==> config.mk <==
export PLATFORM = sky130hd
export DESIGN_NAME = rsb_front
export DESIGN_NICKNAME = d
export VERILOG_FILES = /design/src/hw/rtl/multichannel_ring_sample_buffer_top_macros.svh /design/src/hw/rtl/rsb_pkg.sv /design/src/hw/rtl/rsb_front.sv
export SDC_FILE = /design/constraint.sdc
export NUM_CORES = 1
export LEC_CHECK = 0
export BUFFER_PORTS_ARGS = -buffer_cell sky130_fd_sc_hd__clkbuf_2
export CORE_MARGIN = 2
export CORE_UTILIZATION = 30
export DETAILED_ROUTE_END_ITERATION = 10
export PLACE_DENSITY = 0.81
export RECOVER_POWER = 25
export SLEW_MARGIN = 20
export SYNTH_ARGS = -nofsm -noshare
export SYNTH_HDL_FRONTEND = slang
export SYNTH_SLANG_ARGS = --single-unit
export TNS_END_PERCENT = 1
==> constraint.sdc <==
create_clock -name vclk -period 2.35
set_input_delay 0.1175 -clock vclk [all_inputs]
set_output_delay 0.1175 -clock vclk [all_outputs]
set_load 0.05 [all_outputs]
==> src/hw/rtl/multichannel_ring_sample_buffer_top_macros.svh <==
// Assertion macros for the multichannel ring sample buffer.
// Used by the top level only; no other dependencies.
`ifndef MULTICHANNEL_RING_SAMPLE_BUFFER_TOP_MACROS_SVH
`define MULTICHANNEL_RING_SAMPLE_BUFFER_TOP_MACROS_SVH

// Same-cycle implication, disabled while reset is asserted
`define RSB_ASSERT_IMP(label, clk, rst_n, ante, cons, msg) \
    label: assert property (@(posedge clk) disable iff (!(rst_n)) (ante) |-> (cons)) \
        else $error(msg);

// Next-cycle implication, disabled while reset is asserted
`define RSB_ASSERT_NEXT(label, clk, rst_n, ante, cons, msg) \
    label: assert property (@(posedge clk) disable iff (!(rst_n)) (ante) |=> (cons)) \
        else $error(msg);

`endif

==> src/hw/rtl/rsb_pkg.sv <==
// Shared types and fixed constants of the multichannel ring sample buffer.
// No dependencies; imported by the front end, queue, back end and top level.
package rsb_pkg;

    // Fixed field widths of the item and result ports
    localparam int CMD_W       = 2;
    localparam int CHAN_W      = 3;
    localparam int OFFSET_W    = 10;
    localparam int SAMPLE_W    = 32;
    localparam int COUNT_W     = 10;
    localparam int POS_W       = 10;
    localparam int CFG_W       = 11;
    localparam logic [CFG_W-1:0] CFG_RESET = 11'd1024;

    // Depth of the queue between front and back end
    localparam int QUEUE_DEPTH = 2;

    // Command codes
    typedef enum logic [CMD_W-1:0] {
        OP_WRITE = 2'd0,
        OP_READ  = 2'd1,
        OP_SNAP  = 2'd2,
        OP_NOP   = 2'd3
    } t_op;

    // Classified item as it travels through the queue
    typedef struct packed {
        t_op                 op;
        logic                chan_ok;
        logic [CHAN_W-1:0]   channel;
        logic [OFFSET_W-1:0] offset;
        logic [SAMPLE_W-1:0] sample;
    } t_item;

    // Back-end sequencer states
    typedef enum logic [2:0] {
        BS_IDLE,
        BS_EXEC,
        BS_STATUS,
        BS_MOD,
        BS_REPORT
    } t_bstate;

    // Back-end status seen by the top level
    typedef struct packed {
        logic idle;
        logic in_exec;
    } t_back_stat;

endpackage

==> src/hw/rtl/rsb_front.sv <==
// Front end: accepts items, decodes the command, checks the channel, clamps the offset.
// Depends on rsb_pkg for the item type and field widths.
module rsb_front
    import rsb_pkg::*;
#(
    parameter int CHANNELS = 8,
    parameter int LEN_W    = 11
) (
    input  logic                i_start,
    input  logic                i_q_full,
    input  logic [LEN_W-1:0]    i_len,
    input  logic [CMD_W-1:0]    i_cmd,
    input  logic [CHAN_W-1:0]   i_channel,
    input  logic [OFFSET_W-1:0] i_offset,
    input  logic [SAMPLE_W-1:0] i_sample_value,
    output logic                o_busy,
    output logic                o_push,
    output t_item               o_item
);

    localparam int OW = (LEN_W > OFFSET_W) ? LEN_W : OFFSET_W;

    logic [OW-1:0] off_ext;
    logic [OW-1:0] off_lim;
    logic [OW-1:0] off_clamp;
    t_op           op;

    // Decode command
    always_comb begin
        case (i_cmd)
            OP_WRITE: op = OP_WRITE;
            OP_READ:  op = OP_READ;
            OP_SNAP:  op = OP_SNAP;
            default:  op = OP_NOP;
        endcase
    end

    // Clamp offset to length minus one
    always_comb begin
        off_ext   = OW'(i_offset);
        off_lim   = OW'(i_len) - OW'(1);
        off_clamp = (off_ext > off_lim) ? off_lim : off_ext;
    end

    // Build the classified item
    always_comb begin
        o_item.op      = op;
        o_item.chan_ok = (32'(i_channel) < 32'(CHANNELS));
        o_item.channel = i_channel;
        o_item.offset  = OFFSET_W'(off_clamp);
        o_item.sample  = i_sample_value;
    end

    assign o_busy = i_q_full;
    assign o_push = i_start && !i_q_full;

endmodule

==> impl_metrics.py <==
metrics = {
    "worst_setup_path": {
        "worst_ep_arrival_time_ns": 2.71,
        "critPathBufInv": 3,
        "endpoint_kind": "output pin",
        "cp_max_fo": 4,
        "cp_top_family": "simple AND/OR/NAND/NOR gates",
        "cp_num_cells": 12,
        "cp_common_cell": "buf_6",
        "start_kind": "input pin",
        "cp_slowest_cell": "or3_4",
        "path_class": "input pin to output pin",
        "cpPeakStageDelay_ns": 0.40,
        "path_cells": "buf_6, or3_4, or2_4, xor2_2, ha_1, nand2_1, o211ai_1, o221ai_2, a211oi_4, buf_6, mux2i_4, buf_12",
        "critPathRequiredTime_ns": 2.23,
    },
    "sta": {
        "fmax_mhz": 354,
        "setup_viol": 10,
        "worst_slack_ns": -0.476,
        "final-hold-violation-count": 0,
        "fin_crit_sh_pct": 120,
        "timing.final.crit_period_ns": 2.83,
        "final_max_slew_viol_count": 0,
        "rsz0062_at_grt": "true",
    },
    "finish": {
        "seq_cells": 0,
        "multi_input_area_sq_um": 727,
        "clkbuf_count": 0,
        "seqCellArea_sq_um": 0,
        "antenna_cells": 0,
        "utilization_pct": 49.7,
        "syn2layout_area_growth_pct": 58.4,
        "num-fill-cells": 231,
        "final_cell_area_sq_mm": 0.00136,
        "layout-drive-gt1-share_pct": 65.7,
        "nets": 210,
    },
    "global_route": {
        "met3_usage_pct": 7.48,
        "track_usage_pct": 14.9,
        "antenna_found_initial": 0,
        "grt_remaining_overflow": 0,
        "grt_max_degree": 7,
        "globalRouteMet1Util_pct": 11.8,
        "use_met2_pct": 32.6,
        "grt_pass1_vias": 794,
        "grt_pass1_wl_mm": 3.92,
        "grt-busiest-layer": "met2",
    },
    "min_path": {
        "hold_depth": 0,
        "worstHoldPathType": "input pin to output pin",
    },
    "die": {
        "rows": 19,
        "die-area_sq_mm": 0.00330,
        "die-width_um": 57.5,
        "die_h_um": 57.5,
        "start_util_pct": 31.4,
        "io_pins": 110,
        "core_area_sq_mm": 0.00273,
    },
    "placement": {
        "dp_slack_ns": -0.603,
        "place_area_sq_mm": 0.00123,
        "gp_congestion": 0.838,
        "io_buffer_count": 35,
        "hpwl_mm": 2.43,
    },
    "run": {
        "drv_cap": 0,
    },
    "routing": {
        "dr.pass1.iters": 4,
        "wl_per_cell_um": 15.9,
        "drtIter0Drc": 19,
        "drc": 0,
        "ant_nets": 0,
        "dr_total_vias": 801,
        "wl_mm": 2.67,
        "avgViaCountPerCell": 4.77,
    },
    "synth": {
        "syn_area_sq_um": 857,
        "yosysSeqAreaShare_pct": 0,
        "synth_nets": 183,
        "synthDistinctLibCells": 26,
        "syn_avg_cell_area_sq_um": 7.65,
        "yosys_warnings": 0,
        "syn_inst": 112,
    },
    "power_and_ir_drop": {
        "powerDensity_mw_per_mm2": 277,
        "vdd_drop_max_mv": 0.204,
        "leakage_nw": 0.626,
    },
    "clock_tree": {
        "hold_buffers": 0,
    },
    "outcome": {
        "violations": "setup timing",
        "outcome": "finished, violations left",
    },
}
## report_power, final
part	total (mW)	internal (mW)	switching [mW]
Combinational	0.376	0.190	0.187
Clock	0	0	0
Sequential	0	0	0
Total	0.376	0.190	0.187
## layout by cell type, fill, tap and decap left out, drive strengths merged, types with 2 or more instances in the layout
cell,synthesis,routed
nand3b,2,2
inv,13,13
a211oi,2,2
ha,11,11
clkbuf,2,24
xnor2,5,5
nand4,2,2
xor2,4,4
mux2i,10,10
nand2,4,4
a21oi,3,3
buf,38,41
nor3,5,5
## synthesized netlist by cell type
library cell	n	area share, %
ha_1	11	16
clkbuf_1	2	0.88
xnor2_1	5	5.1
a211oi_1	2	1.8
nand2_1	4	1.8
o21a_1	1	0.88
nand3b_1	2	1.8
nor3b_1	1	0.88
nand2b_1	1	0.73
mux2i_1	10	12
inv_1	13	5.7
nor4b_4	1	2.8
xor2_1	4	4.1
nor3_1	4	2.3
a21oi_1	3	1.8
o221ai_1	1	1.0
buf_4	37	32
o211ai_1	1	0.88
nor3_2	1	1.2
or2_2	1	0.73
conb_1	1	0.44
buf_6	1	1.3
nor2b_1	1	0.73
nor2_1	1	0.44
nand4_1	2	1.5
or3_4	1	1.3
## worst paths after layout
check / slack, ns / to / startpoint
max: -0.48 / o_item[34] / i_len[3]
min: 0.24 / o_item[19] / i_sample_value[19]
## metrics by stage
stage                     instances  hold WS, ns  setup TNS, ns  total power [mW]
after floorplan                 112        0.356          -4.07             0.365
after global placement          167        0.235          -5.64             0.332
after detailed placement        167        0.235          -5.82             0.337
after CTS                       167        0.235          -5.22             0.360
after global routing            168        0.235          -5.72             0.400
final                           168        0.235          -4.63             0.376
## final cells by class
class,instances,share of cell area [%]
inverters,13,3.59
repair buffers,65,40.0
well taps,31,2.86
multi-input cells,59,53.5
## routing by layer
layer / vias to the layer above / wire length [um]
met5: - / 0
met4: 0 / 18
met3: 4 / 389
met2: 56 / 1610
met1: 362 / 652
li1: 379 / -
## timing repair
action,in CTS,in global routing
buffers inserted,0,1
endpoints found under the hold margin,0,0
resized for setup,16,12
pin swaps,2,9
endpoints found under the setup margin,10,10
## kinds of logic (layout without fill, tap and decap cells)
family / Yosys count / count (layout) / synth area share (%)
compound gates: 8 / 8 / 6.28
xor+xnor: 9 / 9 / 9.20
fa+ha+maj: 11 / 11 / 16.1
buf+inv: 53 / 78 / 40.3
mux: 10 / 10 / 11.7
other cells: 1 / 1 / 0.438
simple gates: 20 / 20 / 16.1
No activity file was read; power rests on OpenSTA's default activity.
