$ cat config.mk
export PLATFORM = sky130hd
export DESIGN_NAME = rsb_queue
export DESIGN_NICKNAME = d
export VERILOG_FILES = /design/src/hw/rtl/multichannel_ring_sample_buffer_top_macros.svh /design/src/hw/rtl/rsb_pkg.sv /design/src/hw/rtl/rsb_queue.sv
export SDC_FILE = /design/constraint.sdc
export NUM_CORES = 1
export LEC_CHECK = 0
export BUFFER_PORTS_ARGS = -buffer_cell sky130_fd_sc_hd__buf_2
export CAP_MARGIN = 20
export CORE_MARGIN = 5
export CORE_UTILIZATION = 50
export CTS_BUF_LIST = sky130_fd_sc_hd__clkbuf_8
export DETAILED_ROUTE_END_ITERATION = 8
export PLACE_DENSITY_LB_ADDON = 0.08
export SYNTH_ARGS = -nofsm -noshare
export SYNTH_HDL_FRONTEND = slang
export SYNTH_SLANG_ARGS = --single-unit
export TNS_END_PERCENT = 10
$ cat constraint.sdc
create_clock -name i_clk -period 4.68 [get_ports i_clk]
set_input_delay 0.936 -clock i_clk [delete_from_list [all_inputs] [get_ports i_clk]]
set_output_delay 0.936 -clock i_clk [all_outputs]
set_load 0.1 [all_outputs]
$ cat src/hw/rtl/multichannel_ring_sample_buffer_top_macros.svh
// Assertion macros for the multichannel ring sample buffer.
// Used by the top level only; no other dependencies.
`ifndef MULTICHANNEL_RING_SAMPLE_BUFFER_TOP_MACROS_SVH
`define MULTICHANNEL_RING_SAMPLE_BUFFER_TOP_MACROS_SVH

// Same-cycle implication, disabled while reset is asserted
`define RSB_ASSERT_IMP(label, clk, rst_n, ante, cons, msg) \
    label: assert property (@(posedge clk) disable iff (!(rst_n)) (ante) |-> (cons)) \
        else $error(msg);

// Next-cycle implication, disabled while reset is asserted
`define RSB_ASSERT_NEXT(label, clk, rst_n, ante, cons, msg) \
    label: assert property (@(posedge clk) disable iff (!(rst_n)) (ante) |=> (cons)) \
        else $error(msg);

`endif

$ cat src/hw/rtl/rsb_pkg.sv
// Shared types and fixed constants of the multichannel ring sample buffer.
// No dependencies; imported by the front end, queue, back end and top level.
package rsb_pkg;

    // Fixed field widths of the item and result ports
    localparam int CMD_W       = 2;
    localparam int CHAN_W      = 3;
    localparam int OFFSET_W    = 10;
    localparam int SAMPLE_W    = 32;
    localparam int COUNT_W     = 10;
    localparam int POS_W       = 10;
    localparam int CFG_W       = 11;
    localparam logic [CFG_W-1:0] CFG_RESET = 11'd1024;

    // Depth of the queue between front and back end
    localparam int QUEUE_DEPTH = 2;

    // Command codes
    typedef enum logic [CMD_W-1:0] {
        OP_WRITE = 2'd0,
        OP_READ  = 2'd1,
        OP_SNAP  = 2'd2,
        OP_NOP   = 2'd3
    } t_op;

    // Classified item as it travels through the queue
    typedef struct packed {
        t_op                 op;
        logic                chan_ok;
        logic [CHAN_W-1:0]   channel;
        logic [OFFSET_W-1:0] offset;
        logic [SAMPLE_W-1:0] sample;
    } t_item;

    // Back-end sequencer states
    typedef enum logic [2:0] {
        BS_IDLE,
        BS_EXEC,
        BS_STATUS,
        BS_MOD,
        BS_REPORT
    } t_bstate;

    // Back-end status seen by the top level
    typedef struct packed {
        logic idle;
        logic in_exec;
    } t_back_stat;

endpackage

$ cat src/hw/rtl/rsb_queue.sv
// Short item queue between the front and back ends.
// Depends on rsb_pkg for the item type and depth.
module rsb_queue
    import rsb_pkg::*;
(
    input  logic  i_clk,
    input  logic  i_rst_n,
    input  logic  i_push,
    input  t_item i_item,
    input  logic  i_pop,
    output t_item o_item,
    output logic  o_full,
    output logic  o_empty
);

    localparam int QA_W = (QUEUE_DEPTH > 1) ? $clog2(QUEUE_DEPTH) : 1;
    localparam int QC_W = $clog2(QUEUE_DEPTH + 1);

    t_item            r_buf [QUEUE_DEPTH];
    logic [QA_W-1:0]  r_wr;
    logic [QA_W-1:0]  r_rd;
    logic [QC_W-1:0]  r_cnt;

    // Pointers and fill count
    always_ff @(posedge i_clk) begin
        if (!i_rst_n) begin
            r_wr  <= '0;
            r_rd  <= '0;
            r_cnt <= '0;
        end else begin
            if (i_push) begin
                r_wr <= (r_wr == QA_W'(QUEUE_DEPTH - 1)) ? '0 : r_wr + QA_W'(1);
            end
            if (i_pop) begin
                r_rd <= (r_rd == QA_W'(QUEUE_DEPTH - 1)) ? '0 : r_rd + QA_W'(1);
            end
            if (i_push && !i_pop) begin
                r_cnt <= r_cnt + QC_W'(1);
            end else if (!i_push && i_pop) begin
                r_cnt <= r_cnt - QC_W'(1);
            end
        end
    end

    // Store items
    always_ff @(posedge i_clk) begin
        if (i_push) begin
            r_buf[r_wr] <= i_item;
        end
    end

    assign o_item  = r_buf[r_rd];
    assign o_full  = (r_cnt == QC_W'(QUEUE_DEPTH));
    assign o_empty = (r_cnt == '0);

endmodule

==> out/metrics.cfg, run 1 <==
[drt]
viasPerCell=4.80
wirelength_um=5980
drt_iter0_markers=46
ant_nets=0
vias=1847
avgRoutedWirePerCell_um=15.5
first_pass_iters=4
drc=0

[grt]
grt_max_degree=30
grt_usage=0.137
grt_pass1_vias=1950
grt_pass1_wl_um=9220
antenna_found_initial=0
grt-ovfl-total=0

[finish]
fillers=544
multi_input_area_um2=664
nets=334
antenna_cells=0
ff_latch_area_mm2=0.00298
area_growth_pct=23.4
drive_gt1_frac=0.598

[sta]
relSlewSlack=0.587
fin_crit_sh=0.625
rsz0062_at_grt=no
worstMarginPinSlew_ns=0.618
finalHoldViolations=0
max_freq_mhz=342
setup_violations=0
fin_setup_tns_ns=0
drv_slew=0
whs_ns=0.511
fin_worst_skew_ns=0.0121
period_minus_slack_ns=2.92

[cts]
postCtsHoldBufs=0
cts_resized=0
cts_htree_levels=3
clkLatencyLatePin_ns=0.35
cts_buffers=9
clk_pin_slew_ns=0.09
cts_sinks=101
cts_buffer_depth=2
post_cts_buffers=0
cts_tree=yes
clk_root_buffer_cell=clkbuf_8

[floorplanning]
die_area_mm2=0.00918
die-height_um=95.8
die_x_um=95.8
std_cell_rows=31
core_mm2=0.00721
initial_core_util=0.510
boundaryPins=102

[synth]
synth_seq_area_share=0.810
synth_commonest_cells=96 x edfxtp_1, 48 x mux2_2, 5 x dfxtp_1
synth_fa_ha_area_frac=0.00340
syn_nets=224
yosys_warnings=0
synth_area_mm2=0.00368
synth_top_family_by_area=multiplexers
synth_xor_area_frac=0.00714
synth_edf_count=96
yosysUniqueCellTypes=18
netlist_instances=171
synth-simple-area-share=0.0153
synthMuxAreaShare=0.147
synthArstFlopShare=0
yosysMostFrequentCell=edfxtp_1
synth_top_area_frac=0.783
yosys.area.top_type=edfxtp_1
synth-compound-area-share=0.00544
syn_avg_cell_area_um2=21.5
synthFlopType=edfxtp_1
synth-seq-cells=101
synth.top_cells.by_area=edfxtp_1 78%, mux2_2 15%, dfxtp_1 2.7%

[worst_hold_path]
hold_path.class=flip-flop to flip-flop
hold_depth=2

[power]
p_leak_nw=1.72
ir_worst_vdd_uv=236
powerDensity_mw_per_mm2=476

[critical_path]
worst-setup-path-type=flip-flop to output port
critPathLaunchType=flip-flop
rr_worst_depth=2
cp-end-kind=output port
required_ns=3.74
worstPathArrival_ns=1.99
cp_max_fo=26

[placement]
dpl.hpwl_um=4030
port_buffers=101
gp_congestion=0.677

[run_status]
status=finished clean

[run]
cap_viol_max_count=0

## path summary, 6_finish.rpt
path	start	to	slack, ns
max	flip-flop	o_item[37]	1.76
min	r_cnt[1]	r_cnt[1]	0.51
max reg2reg	r_wr	r_buf[1][31]	2.99
min reg2reg	r_cnt[1]	r_cnt[1]	0.51
## cell usage in the layout, fill, tap and decap left out, types with 2 or more instances in the layout
cell,synthesis,routed
clkbuf_8,0,10
dfxtp_1,5,4
edfxtp_1,96,96
clkinv_4,0,2
xor2_1,2,2
buf_4,1,2
buf_2,2,101
inv_1,1,2
and2_1,4,3
mux2_2,48,48
bufinv_16,0,2
## logic make-up after synthesis
logic type | count (synthesis)
muxes | 48
xor gates and xnor gates | 3
and+or+nand+nor | 9
AOI/OAI and AO/OA | 3
adders and majority gates | 1
DFF | 101
buffers and inverters | 6
## registers in the layout (all words and copies together) (netlist names), named ones only
signal / flops
r_buf: 96
r_cnt: 2
r_rd: 1
r_wr: 1
## routing by layer
layer / global-route usage / part of all wire
met5: 0 / 0
met4: 0.0640 / 0.016
met3: 0.0485 / 0.087
met2: 0.229 / 0.49
met1: 0.159 / 0.41
## final cells by class
| cell class | count | share of cell area |
|---|---|---|
| Inverter | 1 | 0.000826 |
| Tap cell | 99 | 0.0273 |
| Multi-Input combinational cell | 64 | 0.146 |
| Timing Repair Buffer | 104 | 0.119 |
| Sequential cell | 101 | 0.657 |
| Clock inverter | 6 | 0.0196 |
| Clock buffer | 10 | 0.0303 |
## worst max-delay path, cell delays in order, from the launching register on
cell and delay (ns):
dfxtp_2 0.72, buf_12 0.27, mux2_2 0.36, buf_2 0.29
## through the flow
stage	worst slack, ns	util	cell area, um^2	std cells	total power, W
after global placement	1.83	0.596	4300	368	0.00159
after global routing	1.61	0.630	4540	385	0.00225
after floorplan	1.12	-	3680	171	0.00151
after CTS	1.68	0.630	4540	385	0.00218
final	1.76	0.630	4540	385	0.00216
after detailed placement	2.08	0.598	4320	369	0.00160
## power breakdown
part / internal (W) / switching, W
Sequential: 0.00104 / 0.0000196
Combinational: 0.000100 / 0.000408
Clock: 0.000316 / 0.000275
Total: 0.00146 / 0.000703
Note: power is estimated with default switching activity, not from simulation.
==> run 2, diff against run 1 <==
clock period = 3 ns   (was 4.68 ns; I/O delays follow)
==> out/metrics.cfg, run 2 (synthesis gave the netlist of run 1 again) <==
[run_status]
status=finished clean

[cts]
clk_pin_slew_ns=0.09  ; about the same
cts_buffer_depth=2  ; unchanged
postCtsHoldBufs=0  ; unchanged
clkLatencyLatePin_ns=0.34  ; about the same
cts_htree_levels=3  ; unchanged
clk_root_buffer_cell=clkbuf_8
cts_buffers=9  ; unchanged
post_cts_buffers=0  ; unchanged
cts_resized=0  ; unchanged
cts_tree=yes
cts_sinks=101  ; unchanged

[finish]
area_growth_pct=23.6
final_common_cell=buf_2
fillers=535  ; -1.7%
drive_gt1_frac=0.604  ; +0.00626
nets=336  ; +0.60%
reg_top3=r_buf: 96 flops, r_cnt: 2 flops
final_util=0.631  ; +0.00139
top_register=r_buf
layout_common_cells=101 x buf_2, 96 x edfxtp_1, 48 x mux2_2
largest_reg_flops=96  ; unchanged
antenna_cells=0  ; unchanged

[power]
p_leak_nw=1.72  ; +0.11%
ir_worst_vdd_uv=427  ; +81%
powerDensity_mw_per_mm2=741  ; +56%

[run]
cap_viol_max_count=0  ; unchanged

[floorplanning]
die_x_um=95.8  ; unchanged
initial_core_util=0.510  ; unchanged
die_area_mm2=0.00918  ; unchanged
std_cell_rows=31  ; unchanged
core_mm2=0.00721  ; unchanged
boundaryPins=102  ; unchanged
die-height_um=95.8  ; unchanged

[sta]
finalHoldViolations=0  ; unchanged
fin_worst_skew_ns=0.00595  ; -0.00619 ns
fin_setup_tns_ns=0  ; unchanged
period_minus_slack_ns=2.42
rsz0062_at_grt=no
max_freq_mhz=413
relSlewSlack=0.582  ; -0.00568
whs_ns=0.436  ; -0.0748 ns
drv_slew=0  ; unchanged
setup_violations=0  ; unchanged
worstMarginPinSlew_ns=0.627  ; +0.00983 ns
fin_crit_sh=0.808

[critical_path]
r2r_start=r_wr
cp-end-kind=output port
r2r_end=r_buf[0][38]
worstPathArrival_ns=1.82  ; -0.17 ns
rr_worst_depth=2  ; unchanged
required_ns=2.40  ; -1.34 ns
cp_max_fo=24  ; -7.7%
critPathLaunchType=flip-flop
r2r_slack_ns=1.44  ; -1.55 ns
worst-setup-path-type=flip-flop to output port

[drt]
avgRoutedWirePerCell_um=16.0  ; +3.3%
viasPerCell=4.79  ; about the same
ant_nets=0  ; unchanged
drc=0  ; unchanged
drt_iter0_markers=43  ; -6.5%
wirelength_um=6210  ; +3.8%
vias=1855  ; +0.43%
first_pass_iters=4  ; unchanged

[worst_hold_path]
hp-start=i_item[12]
hold_path.class=input pin to flip-flop
min_to=r_buf[1][12]
hold_depth=1  ; -1

[placement]
gp_congestion=0.715  ; +5.5%
port_buffers=101  ; unchanged
dpl.hpwl_um=4220  ; +4.9%

[grt]
grt-ovfl-total=0  ; unchanged
grt_pass1_wl_um=9470  ; +2.7%
antenna_found_initial=0  ; unchanged
grt_max_degree=26  ; -13%
grt_usage=0.140  ; +0.00230
grt_pass1_vias=1928  ; -1.1%

-- run 2: area by class of cell --
cell class,instances,area [um^2],share of cell area
Timing Repair Buffer,106,556,0.122
Clock buffer,9,124,0.0272
Inverter,1,3.75,0.000824
Sequential cell,101,2980,0.655
Clock inverter,7,97.6,0.0214
Multi-Input combinational cell,64,664,0.146
Tap cell,99,124,0.0272
-- run 2: critical path: stages (launching register included) --
cell,delay [ns]
dfxtp_2,0.43
buf_4,0.35
mux2_2,0.39
buf_2,0.29
-- run 2: power by group --
group | total [W] | internal [W] | switching, W
sequential | 0.00165 | 0.00162 | 0.0000225
clock | 0.000920 | 0.000474 | 0.000446
combinational | 0.000806 | 0.000158 | 0.000648
-- run 2: stage by stage --
stage | area [um^2] | power [W] | std cells | setup slack (ns)
after detailed placement | 4330 | 0.00249 | 371 | 0.923
after CTS | 4550 | 0.00341 | 387 | 0.538
after global placement | 4330 | 0.00249 | 371 | 0.939
after floorplan | 3680 | 0.00236 | 171 | 0.686
after global routing | 4550 | 0.00351 | 387 | 0.491
final | 4550 | 0.00337 | 387 | 0.576
-- run 2: worst max path at each step --
stage	to	depth (start not counted)
after global placement	o_item[35]	3
after global routing	o_item[35]	3
final	o_item[4]	3
after floorplan	r_buf[0][0]	1
after CTS	o_item[35]	3
after detailed placement	o_item[35]	3
-- run 2: per-layer routing --
| metal | global-route usage | share of wire |
|---|---|---|
| met5 | 0 | 0 |
| met4 | 0.0604 | 0.015 |
| met3 | 0.0414 | 0.074 |
| met2 | 0.225 | 0.49 |
| met1 | 0.176 | 0.42 |
